## src/rtl/hbc_pkg.sv

```systemverilog
// Shared types, constants and codes for the hashed block cache.
`timescale 1ns / 1ps
`default_nettype none
package hbc_pkg;

  localparam int SET_COUNT_DEF = 1024;
  localparam int WAY_COUNT_DEF = 8;

  localparam int HASH_W = 64;
  localparam int DATA_W = 64;
  localparam int LEN_W  = 13;
  localparam int LIFE_W = 16;
  localparam int OUT_W  = 2;
  localparam int WAYO_W = 3;

  localparam logic [LIFE_W-1:0] LIFE_FULL = {LIFE_W{1'b1}};

  localparam logic REQ_READ  = 1'b0;
  localparam logic REQ_WRITE = 1'b1;

  localparam logic [OUT_W-1:0] OC_READ_HIT   = 2'd0;
  localparam logic [OUT_W-1:0] OC_READ_MISS  = 2'd1;
  localparam logic [OUT_W-1:0] OC_WR_REFRESH = 2'd2;
  localparam logic [OUT_W-1:0] OC_WR_NEW     = 2'd3;

  typedef struct packed {
    logic              req_type;
    logic [HASH_W-1:0] hash_high;
    logic [HASH_W-1:0] hash_low;
    logic [DATA_W-1:0] payload;
    logic [LEN_W-1:0]  length;
  } req_t;

  typedef struct packed {
    logic [OUT_W-1:0]  outcome;
    logic [DATA_W-1:0] data_out;
    logic [LEN_W-1:0]  copied_length;
    logic [WAYO_W-1:0] way_used;
  } rsp_t;

  // one way of a set row
  typedef struct packed {
    logic [HASH_W-1:0] tag_upper;
    logic [HASH_W-1:0] tag_lower;
    logic [DATA_W-1:0] data;
    logic [LIFE_W-1:0] life;
  } way_t;

  // verdict of the shared way compare unit
  typedef struct packed {
    logic              match;
    logic              live;
    logic              younger;
    logic [LIFE_W-1:0] life_dec;
  } way_chk_t;

endpackage
`default_nettype wire

```

## src/rtl/hbc_set_idx.sv

```systemverilog
// Set index unit: hash_low modulo SET_COUNT, folded 16 bits per step unless a power of two.
`timescale 1ns / 1ps
`default_nettype none
module hbc_set_idx #(
  parameter int SET_COUNT = hbc_pkg::SET_COUNT_DEF
) (
  input  logic                         clk,
  input  logic                         rst,
  input  logic                         start,
  input  logic [hbc_pkg::HASH_W-1:0]   value,
  output logic                         done,
  output logic [$clog2(SET_COUNT)-1:0] set_idx
);

  localparam int  SET_W   = $clog2(SET_COUNT);
  localparam int  CHUNK_W = 16;
  localparam int  T_W     = 2 * CHUNK_W;
  localparam int  R_W     = CHUNK_W + 1;
  localparam int  CHUNKS  = hbc_pkg::HASH_W / CHUNK_W;
  localparam int  CNT_W   = $clog2(CHUNKS);
  localparam bit  POW2    = ((SET_COUNT & (SET_COUNT - 1)) == 0);
  localparam logic [T_W-1:0]   MODV     = T_W'(SET_COUNT);
  localparam logic [T_W-1:0]   RECIP    = T_W'((64'd1 << T_W) / 64'(SET_COUNT));
  localparam logic [R_W-1:0]   MODV_R   = R_W'(SET_COUNT);
  localparam logic [CNT_W-1:0] CNT_LAST = CNT_W'(CHUNKS - 1);

  localparam logic [1:0] P_MUL = 2'd0;
  localparam logic [1:0] P_SUB = 2'd1;
  localparam logic [1:0] P_FIX = 2'd2;

  logic                       busy;
  logic [1:0]                 phase;
  logic [CNT_W-1:0]           cnt;
  logic [hbc_pkg::HASH_W-1:0] val;
  logic [CHUNK_W-1:0]         rem;
  logic [CHUNK_W-1:0]         quo;
  logic [R_W-1:0]             part;
  logic [T_W-1:0]             t;
  logic [2*T_W-1:0]           prod;
  logic [T_W-1:0]             qm;

  // one Horner step per chunk: rem = (rem * 2^16 + chunk) mod SET_COUNT
  assign t       = {rem, val[hbc_pkg::HASH_W-1 -: CHUNK_W]};
  assign prod    = {{T_W{1'b0}}, t} * {{T_W{1'b0}}, RECIP};
  assign qm      = {{CHUNK_W{1'b0}}, quo} * MODV;
  assign set_idx = rem[SET_W-1:0];

  always_ff @(posedge clk) begin
    if (rst) begin
      busy  <= 1'b0;
      done  <= 1'b0;
      cnt   <= '0;
      phase <= P_MUL;
    end else begin
      done <= start ? POW2 : (busy && (phase == P_FIX) && (cnt == CNT_LAST));
      if (start) begin
        if (POW2) begin
          rem <= CHUNK_W'(value[SET_W-1:0]);
        end else begin
          rem   <= '0;
          val   <= value;
          cnt   <= '0;
          phase <= P_MUL;
          busy  <= 1'b1;
        end
      end else if (busy) begin
        case (phase)
          P_MUL: begin
            // reciprocal estimate, at most one below the true quotient
            quo   <= prod[T_W +: CHUNK_W];
            phase <= P_SUB;
          end
          P_SUB: begin
            part  <= R_W'(t - qm);
            phase <= P_FIX;
          end
          P_FIX: begin
            rem   <= (part >= MODV_R) ? CHUNK_W'(part - MODV_R) : part[CHUNK_W-1:0];
            val   <= {val[hbc_pkg::HASH_W-CHUNK_W-1:0], {CHUNK_W{1'b0}}};
            cnt   <= cnt + CNT_W'(1);
            phase <= P_MUL;
            if (cnt == CNT_LAST) begin
              busy <= 1'b0;
            end
          end
          default: begin
            phase <= P_MUL;
          end
        endcase
      end
    end
  end

endmodule
`default_nettype wire

```

## config.mk

```make
export PLATFORM = sky130hd
export DESIGN_NAME = hbc_set_idx
export DESIGN_NICKNAME = d
export VERILOG_FILES = /design/src/rtl/hbc_pkg.sv /design/src/rtl/hbc_set_idx.sv
export SDC_FILE = /design/constraint.sdc
export NUM_CORES = 1
export LEC_CHECK = 0
export BUFFER_PORTS_ARGS = -buffer_cell sky130_fd_sc_hd__clkbuf_2
export CAP_MARGIN = 20
export CORE_MARGIN = 2
export CORE_UTILIZATION = 28
export DETAILED_ROUTE_END_ITERATION = 12
export GPL_ROUTABILITY_DRIVEN = 0
export PLACE_DENSITY = 0.74
export SYNTH_ARGS = -nofsm -noshare
export SYNTH_HDL_FRONTEND = slang
export SYNTH_SLANG_ARGS = --single-unit
export TNS_END_PERCENT = 30
```

## constraint.sdc

```tcl
create_clock -name clk -period 1.46 [get_ports clk]
set_input_delay 0.073 -clock clk [delete_from_list [all_inputs] [get_ports clk]]
set_output_delay 0.073 -clock clk [all_outputs]
set_load 0.005 [all_outputs]
```

==> flow_metrics.tcl <==
set metrics [dict create \
    status "completed" \
    num_vias 420 \
    path_cells "nand3b_1, a21oi_1, buf_4" \
    ant_nets 0 \
    total_power_mw 0.8269 \
    synth_fp_nets 114 \
    post-synth-top-area-fraction_pct 47.43 \
    cts_sinks 16 \
    post_cts_resized 0 \
    critPathArrivalTime_ps 1150 \
    rows 17 \
    core_um2 2170 \
    dieWidth_um 51.55 \
    slew_viol_final 0 \
    fillers 217 \
    area_growth_pct 29.84 \
    htreeDepth 1 \
    viasPerCell 4.158 \
    final_util_pct 37.89 \
    grt_overflow 0 \
    crit_buf_inv 1 \
    cp_top_family "flip-flops" \
    root_buffer "clkbuf_4" \
    drive_gt1_share_pct 43.84 \
    hold_path_class "primary input to flip-flop" \
    crit_type "flip-flop to flip-flop" \
    syn-cell-area_um2 633.1 \
    clk_latency_ps 280 \
    routed_wl_um 922 \
    grt_max_degree 17 \
    fin_tns_setup_ps 0 \
    synth_edf_count 10 \
    cts_made_buffers 3 \
    ys_ff_latch 16 \
    fin_skew_ps 3.576 \
    yosys-top-cells-area "edfxtp_1 (47%), dfxtp_1 (19%), and2_1 (9.9%)" \
    fin_cells 101 \
    yosysSeqAreaShare_pct 66.40 \
    dieArea_um2 2657 \
    diodes 0 \
    cts_tree "yes" \
    dp.cells 97 \
    cts-hold-fix-buffers 0 \
    syn_avg_cell_area_um2 13.76 \
    max_slew_margin_pct 84.37 \
    worst_slew_pin_slew_ps 234.5 \
    ys_warn_count 0 \
    clk_pin_slew_worst_paths_ps 90 \
    io_pins 78 \
    finalNetCount 142 \
    drt-initial-drc-count 4 \
    synthFlopType "edfxtp_1" \
    fin_crit_sh_pct 79.33 \
    die_h_um 51.55 \
    required_ps 1450 \
    clk_path_buf_depth 2 \
    synthDistinctLibCells 17 \
    route.detailed.drc 0 \
    hold_viol 0 \
    slowest_stage "dfxtp_1" \
    ir_drop_mv 0.2835 \
    rsz0062_at_grt "no" \
    drt_pass1_iterations 3 \
    start_util_pct 29.18 \
    slowest_delay_ps 420 \
    portBuffers 23 \
    wire_per_inst_um 9.129 \
    end_kind "flip-flop" \
    setup_violations 0 \
    synth_area_leader_cell "edfxtp_1" \
    antenna_found_initial 0 \
    first_global_vias 353 \
    grt_pass1_wl_mm 1.380 \
    crit_path_start_kind "flip-flop" \
    powerDensity_nw_per_um2 1006 \
    detailedPlacementHpwl_um 757 \
    critPathMaxFanout 11 \
    async_reset_ff_share_pct 0 \
    drv_cap 0 \
    leakage_nw 0.3464 \
    grtUsageTotal_pct 7.759 \
    syn_inst 46 \
    clock.fmax_mhz 863.4 \
    final.min_clock_period_ps 1158 \
    postCtsSetupRepairBufs 0 \
]
[cells by family (layout without fill, tap and decap cells)]
kind of cell	Yosys count	in the layout	share of synthesized area, %
xor+xnor	1	1	1.384
compound gates	4	4	3.557
buf+inv	2	29	1.382
fa+ha+maj	1	1	1.976
mux	1	1	1.581
simple gates	21	21	23.72
flops	16	16	66.40
[registers in the layout (all words and copies together) (netlist names)]
signal	cells
rem	10
done	1
cnt	2
busy	1
phase	2
[cell type report]
class	count	area (µm²)	share of cell area (%)
clock buffer	4	36.28	4.414
inverter	1	3.754	0.4566
multi-input combinational	28	203.9	24.81
sequential	16	420.4	51.14
tap	28	35.03	4.262
timing repair buffer	24	122.6	14.92
[cell usage after synthesis, types with 3 or more instances]
| library cell | instances |
|---|---|
| and2_1 | 10 |
| edfxtp_1 | 10 |
| and4bb_2 | 3 |
| dfxtp_1 | 6 |
| a21oi_1 | 3 |
| nor2_1 | 3 |
[worst paths after layout]
| path | from | slack (ps) | cells past startpoint | endpoint |
|---|---|---|---|---|
| worst max-delay path | busy$_SDFFE_PP0N_ | 300 | 3 | rem[2]$_SDFFCE_PN0P_ |
| worst min-delay path | rst | 40 | 2 | phase[0]$_SDFFE_PP0P_ |
| worst max register to register | busy$_SDFFE_PP0N_ | 300 | 3 | rem[2]$_SDFFCE_PN0P_ |
| worst min register to register | phase[0]$_SDFFE_PP0P_ | 500 | 2 | phase[0]$_SDFFE_PP0P_ |
[placed cells by master (no fill, tap or decap), drive strengths merged]
cell type and count:
buf 1, and2 10, clkbuf 27, nor3b 1
ha 1, dfxtp 6, edfxtp 10, and4bb 3
inv 1, nand2 1, or3 1, xnor2 1
nor2 3, mux2i 1, a21oi 3, o21a 1
nand2b 1, nand3b 1
[power by group]
part,switching (mW),leakage (nW),internal (mW)
Clock,0.124,0.0210,0.152
Sequential,0.00265,0.146,0.494
Combinational,0.0240,0.180,0.0306
[worst reg2reg max path: cells and delay by family, from the launching register on]
| family | cells | cell delay [ps] |
|---|---|---|
| buffers and inverters | 1 | 200 |
| AO/OA/AOI/OAI | 1 | 150 |
| AND/OR/NAND/NOR | 1 | 100 |
| flip-flops | 1 | 420 |
[stage by stage]
stage | area [µm²] | hold slack (ps) | setup slack [ps]
final | 822.0 | 35.75 | 301.8
after CTS | 822.0 | 28.67 | 300.6
after global placement | 785.8 | 319.1 | 325.9
after detailed placement | 785.8 | 337.5 | 317.2
after global routing | 822.0 | 24.68 | 215.4
after floorplan | 633.1 | 142.1 | 1.949
[per-layer routing]
layer  global-route usage [%]  vias to the layer above  wire, µm
li1                         -                      217         -
met1                    6.320                      180       362
met2                    13.68                       21       427
met3                    3.736                        2       114
met4                    6.579                        0        18
met5                        0                        -         0
(Power assumes the default switching activity.)
