==> src/rtl/hbc_pkg.sv <==
// Shared types, constants and codes for the hashed block cache.
`timescale 1ns / 1ps
`default_nettype none
package hbc_pkg;

  localparam int SET_COUNT_DEF = 1024;
  localparam int WAY_COUNT_DEF = 8;

  localparam int HASH_W = 64;
  localparam int DATA_W = 64;
  localparam int LEN_W  = 13;
  localparam int LIFE_W = 16;
  localparam int OUT_W  = 2;
  localparam int WAYO_W = 3;

  localparam logic [LIFE_W-1:0] LIFE_FULL = {LIFE_W{1'b1}};

  localparam logic REQ_READ  = 1'b0;
  localparam logic REQ_WRITE = 1'b1;

  localparam logic [OUT_W-1:0] OC_READ_HIT   = 2'd0;
  localparam logic [OUT_W-1:0] OC_READ_MISS  = 2'd1;
  localparam logic [OUT_W-1:0] OC_WR_REFRESH = 2'd2;
  localparam logic [OUT_W-1:0] OC_WR_NEW     = 2'd3;

  typedef struct packed {
    logic              req_type;
    logic [HASH_W-1:0] hash_high;
    logic [HASH_W-1:0] hash_low;
    logic [DATA_W-1:0] payload;
    logic [LEN_W-1:0]  length;
  } req_t;

  typedef struct packed {
    logic [OUT_W-1:0]  outcome;
    logic [DATA_W-1:0] data_out;
    logic [LEN_W-1:0]  copied_length;
    logic [WAYO_W-1:0] way_used;
  } rsp_t;

  // one way of a set row
  typedef struct packed {
    logic [HASH_W-1:0] tag_upper;
    logic [HASH_W-1:0] tag_lower;
    logic [DATA_W-1:0] data;
    logic [LIFE_W-1:0] life;
  } way_t;

  // verdict of the shared way compare unit
  typedef struct packed {
    logic              match;
    logic              live;
    logic              younger;
    logic [LIFE_W-1:0] life_dec;
  } way_chk_t;

endpackage
`default_nettype wire

==> src/rtl/hbc_way_cmp.sv <==
// Shared way compare unit: tag match, liveness, aging and victim compare.
`timescale 1ns / 1ps
`default_nettype none
module hbc_way_cmp (
  input  hbc_pkg::way_t                   ent,
  input  logic [hbc_pkg::HASH_W-1:0]      hash_high,
  input  logic [hbc_pkg::HASH_W-1:0]      hash_low,
  input  logic [hbc_pkg::LIFE_W-1:0]      victim_life,
  output hbc_pkg::way_chk_t               chk
);

  always_comb begin
    chk.match    = (ent.tag_upper == hash_high) && (ent.tag_lower == hash_low);
    chk.live     = (ent.life != '0);
    chk.younger  = (ent.life < victim_life);
    chk.life_dec = ent.life - hbc_pkg::LIFE_W'(1);
  end

endmodule
`default_nettype wire

==> config.mk <==
export PLATFORM = sky130hd
export DESIGN_NAME = hbc_way_cmp
export DESIGN_NICKNAME = d
export VERILOG_FILES = /design/src/rtl/hbc_pkg.sv /design/src/rtl/hbc_way_cmp.sv
export SDC_FILE = /design/constraint.sdc
export NUM_CORES = 1
export LEC_CHECK = 0
export BUFFER_PORTS_ARGS = -buffer_cell sky130_fd_sc_hd__clkbuf_2
export CELL_PAD_IN_SITES_DETAIL_PLACEMENT = 1
export CELL_PAD_IN_SITES_GLOBAL_PLACEMENT = 1
export CORE_AREA = 10 10 136 138
export DETAILED_ROUTE_END_ITERATION = 10
export DIE_AREA = 0 0 146 148
export PLACE_DENSITY_LB_ADDON = 0.1
export SLEW_MARGIN = 20
export SYNTH_ARGS = -nofsm -noshare
export SYNTH_HDL_FRONTEND = slang
export SYNTH_SLANG_ARGS = --single-unit
==> constraint.sdc <==
create_clock -name vclk -period 1.5
set_input_delay 0.225 -clock vclk [all_inputs]
set_output_delay 0.225 -clock vclk [all_outputs]
set_load 0.01 [all_outputs]
==> results of run 1 <==
==> how the worst max path moves through the flow <==
stage	slack (ns)	end	startpoint	depth (start not counted)
after floorplan	0.007	chk[16]	victim_life[5]	7
after global placement	-0.46	chk[18]	hash_high[47]	8
after detailed placement	-0.45	chk[18]	hash_high[47]	8
after CTS	-0.32	chk[18]	ent[97]	8
after global routing	-0.38	chk[18]	hash_low[28]	8
final	-0.27	chk[18]	hash_low[28]	8
==> logic make-up (layout without fill, tap and decap cells) <==
group | count (synthesis) | count (layout) | synth area share [%]
and+or+nand+nor | 73 | 73 | 22.0
other | 0 | 1 | 0
buffers and inverters | 18 | 358 | 3.26
AOI/OAI and AO/OA | 14 | 14 | 4.47
xor gates and xnor gates | 142 | 142 | 60.0
adders and majority gates | 17 | 17 | 10.3
==> layout make-up <==
class	count	area (um^2)	area share, %
Multi-Input combinational cell	246	2300	51.1
Timing Repair Buffer	340	1860	41.4
Tap cell	216	270	6.01
Inverter	18	67.6	1.50
Antenna cell	1	2.50	0.0557
==> per-layer routing <==
layer	up-vias	routed length, um	global-route usage (%)
li1	1596	-	-
met1	1409	5230	12.6
met2	185	7480	23.8
met3	10	1780	5.83
met4	4	82	0.951
met5	-	26	0
==> timing repair <==
action	4_1_cts	5_1_grt
endpoints found under the setup margin	13	15
setup buffers	2	4
gates resized for setup	38	45
pin swaps	25	9
hold buffers	0	0
hold endpoints to repair	0	0
==> power by group <==
group / total (mW) / internal (mW) / switching [mW]
combinational: 1.16 / 0.690 / 0.473
clock: 0.0000000894 / 0.0000000894 / 0
sequential: 0 / 0 / 0
total: 1.16 / 0.690 / 0.473
==> worst max-delay path, delay by kind of cell <==
family	cells	cell delay, ns
simple gates	4	0.77
xor+xnor	1	0.16
buf+inv	3	0.38
==> through the flow <==
step / hold slack [ns] / setup TNS, ns / total power [mW] / setup slack [ns]
after CTS: 0.753 / -2.04 / 1.14 / -0.318
after detailed placement: 0.764 / -3.51 / 1.08 / -0.450
after floorplan: 0.513 / 0 / 0.451 / 0.00691
after global routing: 0.787 / -2.82 / 1.29 / -0.382
final: 0.764 / -1.62 / 1.16 / -0.267
after global placement: 0.773 / -3.40 / 1.06 / -0.457
==> cells in the final DEF, fill, tap and decap left out, types with 5 or more instances in the layout <==
master	count
buf_2	10
ha_4	5
inv_1	15
nor4_2	5
xnor2_2	8
clkbuf_2	289
buf_4	31
ha_1	11
xor2_1	7
nand4_1	38
buf_6	5
a21o_1	7
xnor2_1	126
==> flow_metrics.env, run 1 <==
export IMPL_rsz0062_at_grt="yes"
export IMPL_grt_pass1_vias=3801
export IMPL_hold_end="chk[4]"
export IMPL_initial_core_util_pct=13.2
export IMPL_maxSlewViolCount=0
export IMPL_synth_cell_types=22
export IMPL_global_route_wire_length_before_repair_um=21500
export IMPL_timing_critical_path_slowest_stage_cell="nor4_2"
export IMPL_fin_ws_ns=-0.267
export IMPL_via_count=3204
export IMPL_placed_cell_area_um2=4080
export IMPL_synth_nets=633
export IMPL_die_area_um2=21600
export IMPL_worst_path_largest_cell_delay_ns=0.25
export IMPL_final_min_clock_period_ns=1.77
export IMPL_area_growth_pct=117
export IMPL_clock_buffers=0
export IMPL_final_core_util_pct=28.6
export IMPL_worst_endpoint_arrival_ns=1.54
export IMPL_netlist_instances=264
export IMPL_routedWlPerCell_um=17.8
export IMPL_synth_most_common_cell="xnor2_1"
export IMPL_worstSetupStartpointType="input pin"
export IMPL_path_max_fanout=1
export IMPL_worst_hold_startpoint="ent[4]"
export IMPL_design_core_area_um2=15700
export IMPL_postRouteAntennaNets=0
export IMPL_seq_cell_count=0
export IMPL_finish_cell_count_without_fillers=821
export IMPL_largest_net_degree_at_the_start_of_global_routing=5
export IMPL_synth_warning_count=0
export IMPL_min_path_cells=3
export IMPL_route_detailed_drc=0
export IMPL_netlist_top_cell_by_area="xnor2_1"
export IMPL_status="complete, but fails checks"
export IMPL_detailedRoute_firstIterationViolations=22
export IMPL_post_route_cells_drive_above_1_share_pct=63.9
export IMPL_filler_cell_count=1992
export IMPL_die_width_um=146
export IMPL_synth_top_cells_by_count="xnor2_1 (135), nand4_1 (38), inv_1 (18), ha_1 (17)"
export IMPL_footprint_of_the_flip_flops_and_latches_um2=0
export IMPL_drv_cap=0
export IMPL_cellPowerDensity_nw_per_um2=259
export IMPL_synthesis_area_per_instance_um2=7.85
export IMPL_mappedNetlistArea_um2=2070
export IMPL_gp_routability_congestion=0.859
export IMPL_max_slew_margin_rel_pct=75.8
export IMPL_grt_overflow=0
export IMPL_critPathCaptureType="output pin"
export IMPL_finalWirelength_um=14600
export IMPL_worstHoldPathType="in2out"
export IMPL_number_of_placed_cells_counting_well_taps=814
export IMPL_dr_pass1_iters=4
export IMPL_synth_top_area_share_pct=57.0
export IMPL_failed_checks="setup timing"
export IMPL_routed_via_density=3.90
export IMPL_initial_antenna_violation_count=4
export IMPL_achievable_frequency_ghz=0.566
export IMPL_tightest_slew_ns=0.360
export IMPL_place_port_buffers=307
export IMPL_seq_area_frac_synth_pct=0
export IMPL_finalInstanceArea_um2=4500
export IMPL_worst_ep_required_time_ns=1.27
export IMPL_power_leakage_nw=2.24
export IMPL_finalHoldViolCount=0
export IMPL_io_pins=371
export IMPL_top_cells_by_area_synth="xnor2_1 (57%), nand4_1 (11%), ha_1 (10%)"
export IMPL_grt_util_all_layers_pct=12.5
export IMPL_place_detailed_hpwl_um=14000
export IMPL_nNetsFinal=975
export IMPL_floorplan_rows=46
export IMPL_die_height_um=148
export IMPL_ir_worst_vdd_mv=0.0887
export IMPL_crit_path_cell_trace="clkbuf_2 -> xnor2_1 -> nand4_1 -> nor4_2 -> buf_4 -> nand4_1 -> nor2_2 -> buf_4"
export IMPL_setup_violations_final=12
export IMPL_setup_worst_path_class="in2out"
export IMPL_period_share_pct=118
Note: power is estimated with default switching activity, not from simulation.
==> inputs of run 2 (changes only) <==
--- a/config.mk
+++ b/config.mk
@@ -12,6 +12,7 @@
 export DETAILED_ROUTE_END_ITERATION = 10
 export DIE_AREA = 0 0 146 148
 export PLACE_DENSITY_LB_ADDON = 0.1
+export SKIP_LAST_GASP = 1
 export SLEW_MARGIN = 20
 export SYNTH_ARGS = -nofsm -noshare
 export SYNTH_HDL_FRONTEND = slang
==> run 2 against run 1 <==
Net effect:
- the flow still finishes with violations (setup timing)
- global-route usage unchanged
- total power decreased by 1.6%
- worst hold slack improved by 0.00061 ns
- critical path depth decreased by 1
- non-clock buffer count is the same
- clock-buffer cell count unchanged
- via count is 0.16% lower
- cell count unchanged
- worst setup slack worse by 0.0022 ns
- die area did not move
- largest cell class unchanged
- largest power group unchanged
==> flow_metrics.env, run 2 (same netlist as run 1, synthesis figures left out) <==
export IMPL_clock_buffers=0
export IMPL_fin_ws_ns=-0.269
export IMPL_max_slew_margin_rel_pct=75.8
export IMPL_dr_pass1_iters=4
export IMPL_switching_share_pct=40.5
export IMPL_critical_path_startpoint="hash_low[24]"
export IMPL_worst_ep_required_time_ns=1.27
export IMPL_floorplan_rows=46
export IMPL_worstHoldPathType="in2out"
export IMPL_worst_path_largest_cell_delay_ns=0.31
export IMPL_initial_antenna_violation_count=4
export IMPL_grt_overflow=0
export IMPL_use_met3_pct=5.83
export IMPL_cellPowerDensity_nw_per_um2=259
export IMPL_achievable_frequency_ghz=0.565
export IMPL_status="complete, but fails checks"
export IMPL_final_min_clock_period_ns=1.77
export IMPL_crit_path_cell_trace="clkbuf_2 -> xnor2_1 -> nand4_1 -> nor4_2 -> nand4_1 -> nor2_2 -> buf_2"
export IMPL_routedWlPerCell_um=17.8
export IMPL_finalInstanceArea_um2=4420
export IMPL_gr_usage_met2_pct=23.8
export IMPL_design_core_area_um2=15700
export IMPL_multi_input_area_um2=2220
export IMPL_seq_cell_count=0
export IMPL_nNetsFinal=975
export IMPL_setup_worst_path_class="in2out"
export IMPL_netSwitchingPower_mw=0.463
export IMPL_worst_path_dominant_cell_family="simple AND/OR/NAND/NOR gates"
export IMPL_die_area_um2=21600
export IMPL_drv_cap=0
export IMPL_die_height_um=148
export IMPL_setup_violations_final=12
export IMPL_gp_routability_congestion=0.859
export IMPL_placed_cell_area_um2=4080
export IMPL_footprint_of_the_flip_flops_and_latches_um2=0
export IMPL_finalWirelength_um=14600
export IMPL_critPathCaptureType="output pin"
export IMPL_io_pins=371
export IMPL_worst_endpoint_arrival_ns=1.54
export IMPL_grt_most_used_layer="met2"
export IMPL_place_worst_setup_slack_ns=-0.450
export IMPL_worst_hold_startpoint="ent[4]"
export IMPL_power_clock_fraction_pct=0
export IMPL_area_growth_pct=113
export IMPL_grt_util_all_layers_pct=12.5
export IMPL_place_port_buffers=307
export IMPL_timing_critical_path_slowest_stage_cell="nor4_2"
export IMPL_cts_hold_buffers=0
export IMPL_place_detailed_hpwl_um=14000
export IMPL_die_width_um=146
export IMPL_route_detailed_drc=0
export IMPL_post_route_cells_drive_above_1_share_pct=62.7
export IMPL_power_leakage_nw=2.20
export IMPL_via_count=3199
export IMPL_grt_pass1_vias=3801
export IMPL_routed_via_density=3.90
export IMPL_library_cell_appearing_most_often_on_the_critical_path="nand4_1"
export IMPL_final_common_cell="clkbuf_2"
export IMPL_worstSetupStartpointType="input pin"
export IMPL_setup_total_negative_slack_ns=-1.75
export IMPL_power_sequential_fraction_pct=0
export IMPL_global_route_wire_length_before_repair_um=21500
export IMPL_rsz0062_at_grt="yes"
export IMPL_critical_path_n_buffers_inverters=2
export IMPL_tightest_slew_ns=0.360
export IMPL_initial_core_util_pct=13.2
export IMPL_filler_cell_count=1995
export IMPL_largest_net_degree_at_the_start_of_global_routing=5
export IMPL_path_max_fanout=1
export IMPL_final_core_util_pct=28.1
export IMPL_maxSlewViolCount=0
export IMPL_p_int_mw=0.682
export IMPL_postRouteAntennaNets=0
export IMPL_period_share_pct=118
export IMPL_most_common_layout_cells="clkbuf_2 (294), xnor2_1 (130), nand4_1 (38)"
export IMPL_detailedRoute_firstIterationViolations=22
export IMPL_ir_worst_vdd_mv=0.0885
export IMPL_combinationalPowerShare_pct=100.0
export IMPL_grtUsageMet1_pct=12.6
export IMPL_failed_checks="setup timing"
export IMPL_finalHoldViolCount=0
-- run 2: cell types whose count changed in the layout (fill, tap and decap cells not counted), sizes merged --
cell    delta
clkbuf     +5
buf        -5
-- run 2: layer usage --
layer  wire length, um  share of wire [%]  vias up
met3              1780                 12       10
met5                26               0.18        -
met2              7450                 51      185
li1                  -                  -     1596
met1              5230                 36     1404
met4                82               0.56        4
-- run 2: final timing paths --
check	to	slack (ns)	cells after the start
worst min-delay path	chk[4]	0.76	3
worst max-delay path	chk[18]	-0.27	7
-- run 2: through the flow --
step | hold WS, ns | power (mW) | cells
global route | 0.787 | 1.27 | 821
floorplan | 0.513 | 0.451 | 264
finish | 0.765 | 1.14 | 821
detailed placement | 0.764 | 1.08 | 814
CTS | 0.753 | 1.14 | 816
global placement | 0.773 | 1.06 | 814
-- run 2: final cells by class --
type                            instances  area share (%)
Tap cell                              216            6.11
Antenna cell                            1          0.0566
Timing Repair Buffer                  340            42.0
Inverter                               18            1.53
Multi-Input combinational cell        246            50.3
-- run 2: repair_timing --
| item | in CTS | in global routing |
|---|---|---|
| endpoints found under the setup margin | 13 | 15 |
| resized for setup | 38 | 28 |
| pin swaps | 25 | 8 |
| buffers inserted | 2 | 4 |
-- run 2: tightest hold or removal path: cells and delay by family --
family,cells,cell delay [ns]
buffers and inverters,2,0.24
xor gates and xnor gates,1,0.07
-- run 2: power by group through the flow --
| stage | Combinational [mW] | Sequential [mW] | Clock, mW |
|---|---|---|---|
| finish | 1.14 | 0 | 0.0000000894 |
| global placement | 1.06 | 0 | 0 |
| floorplan | 0.451 | 0 | 0 |
| CTS | 1.14 | 0 | 0 |
| global route | 1.27 | 0 | 0.0000000893 |
| detailed placement | 1.08 | 0 | 0 |
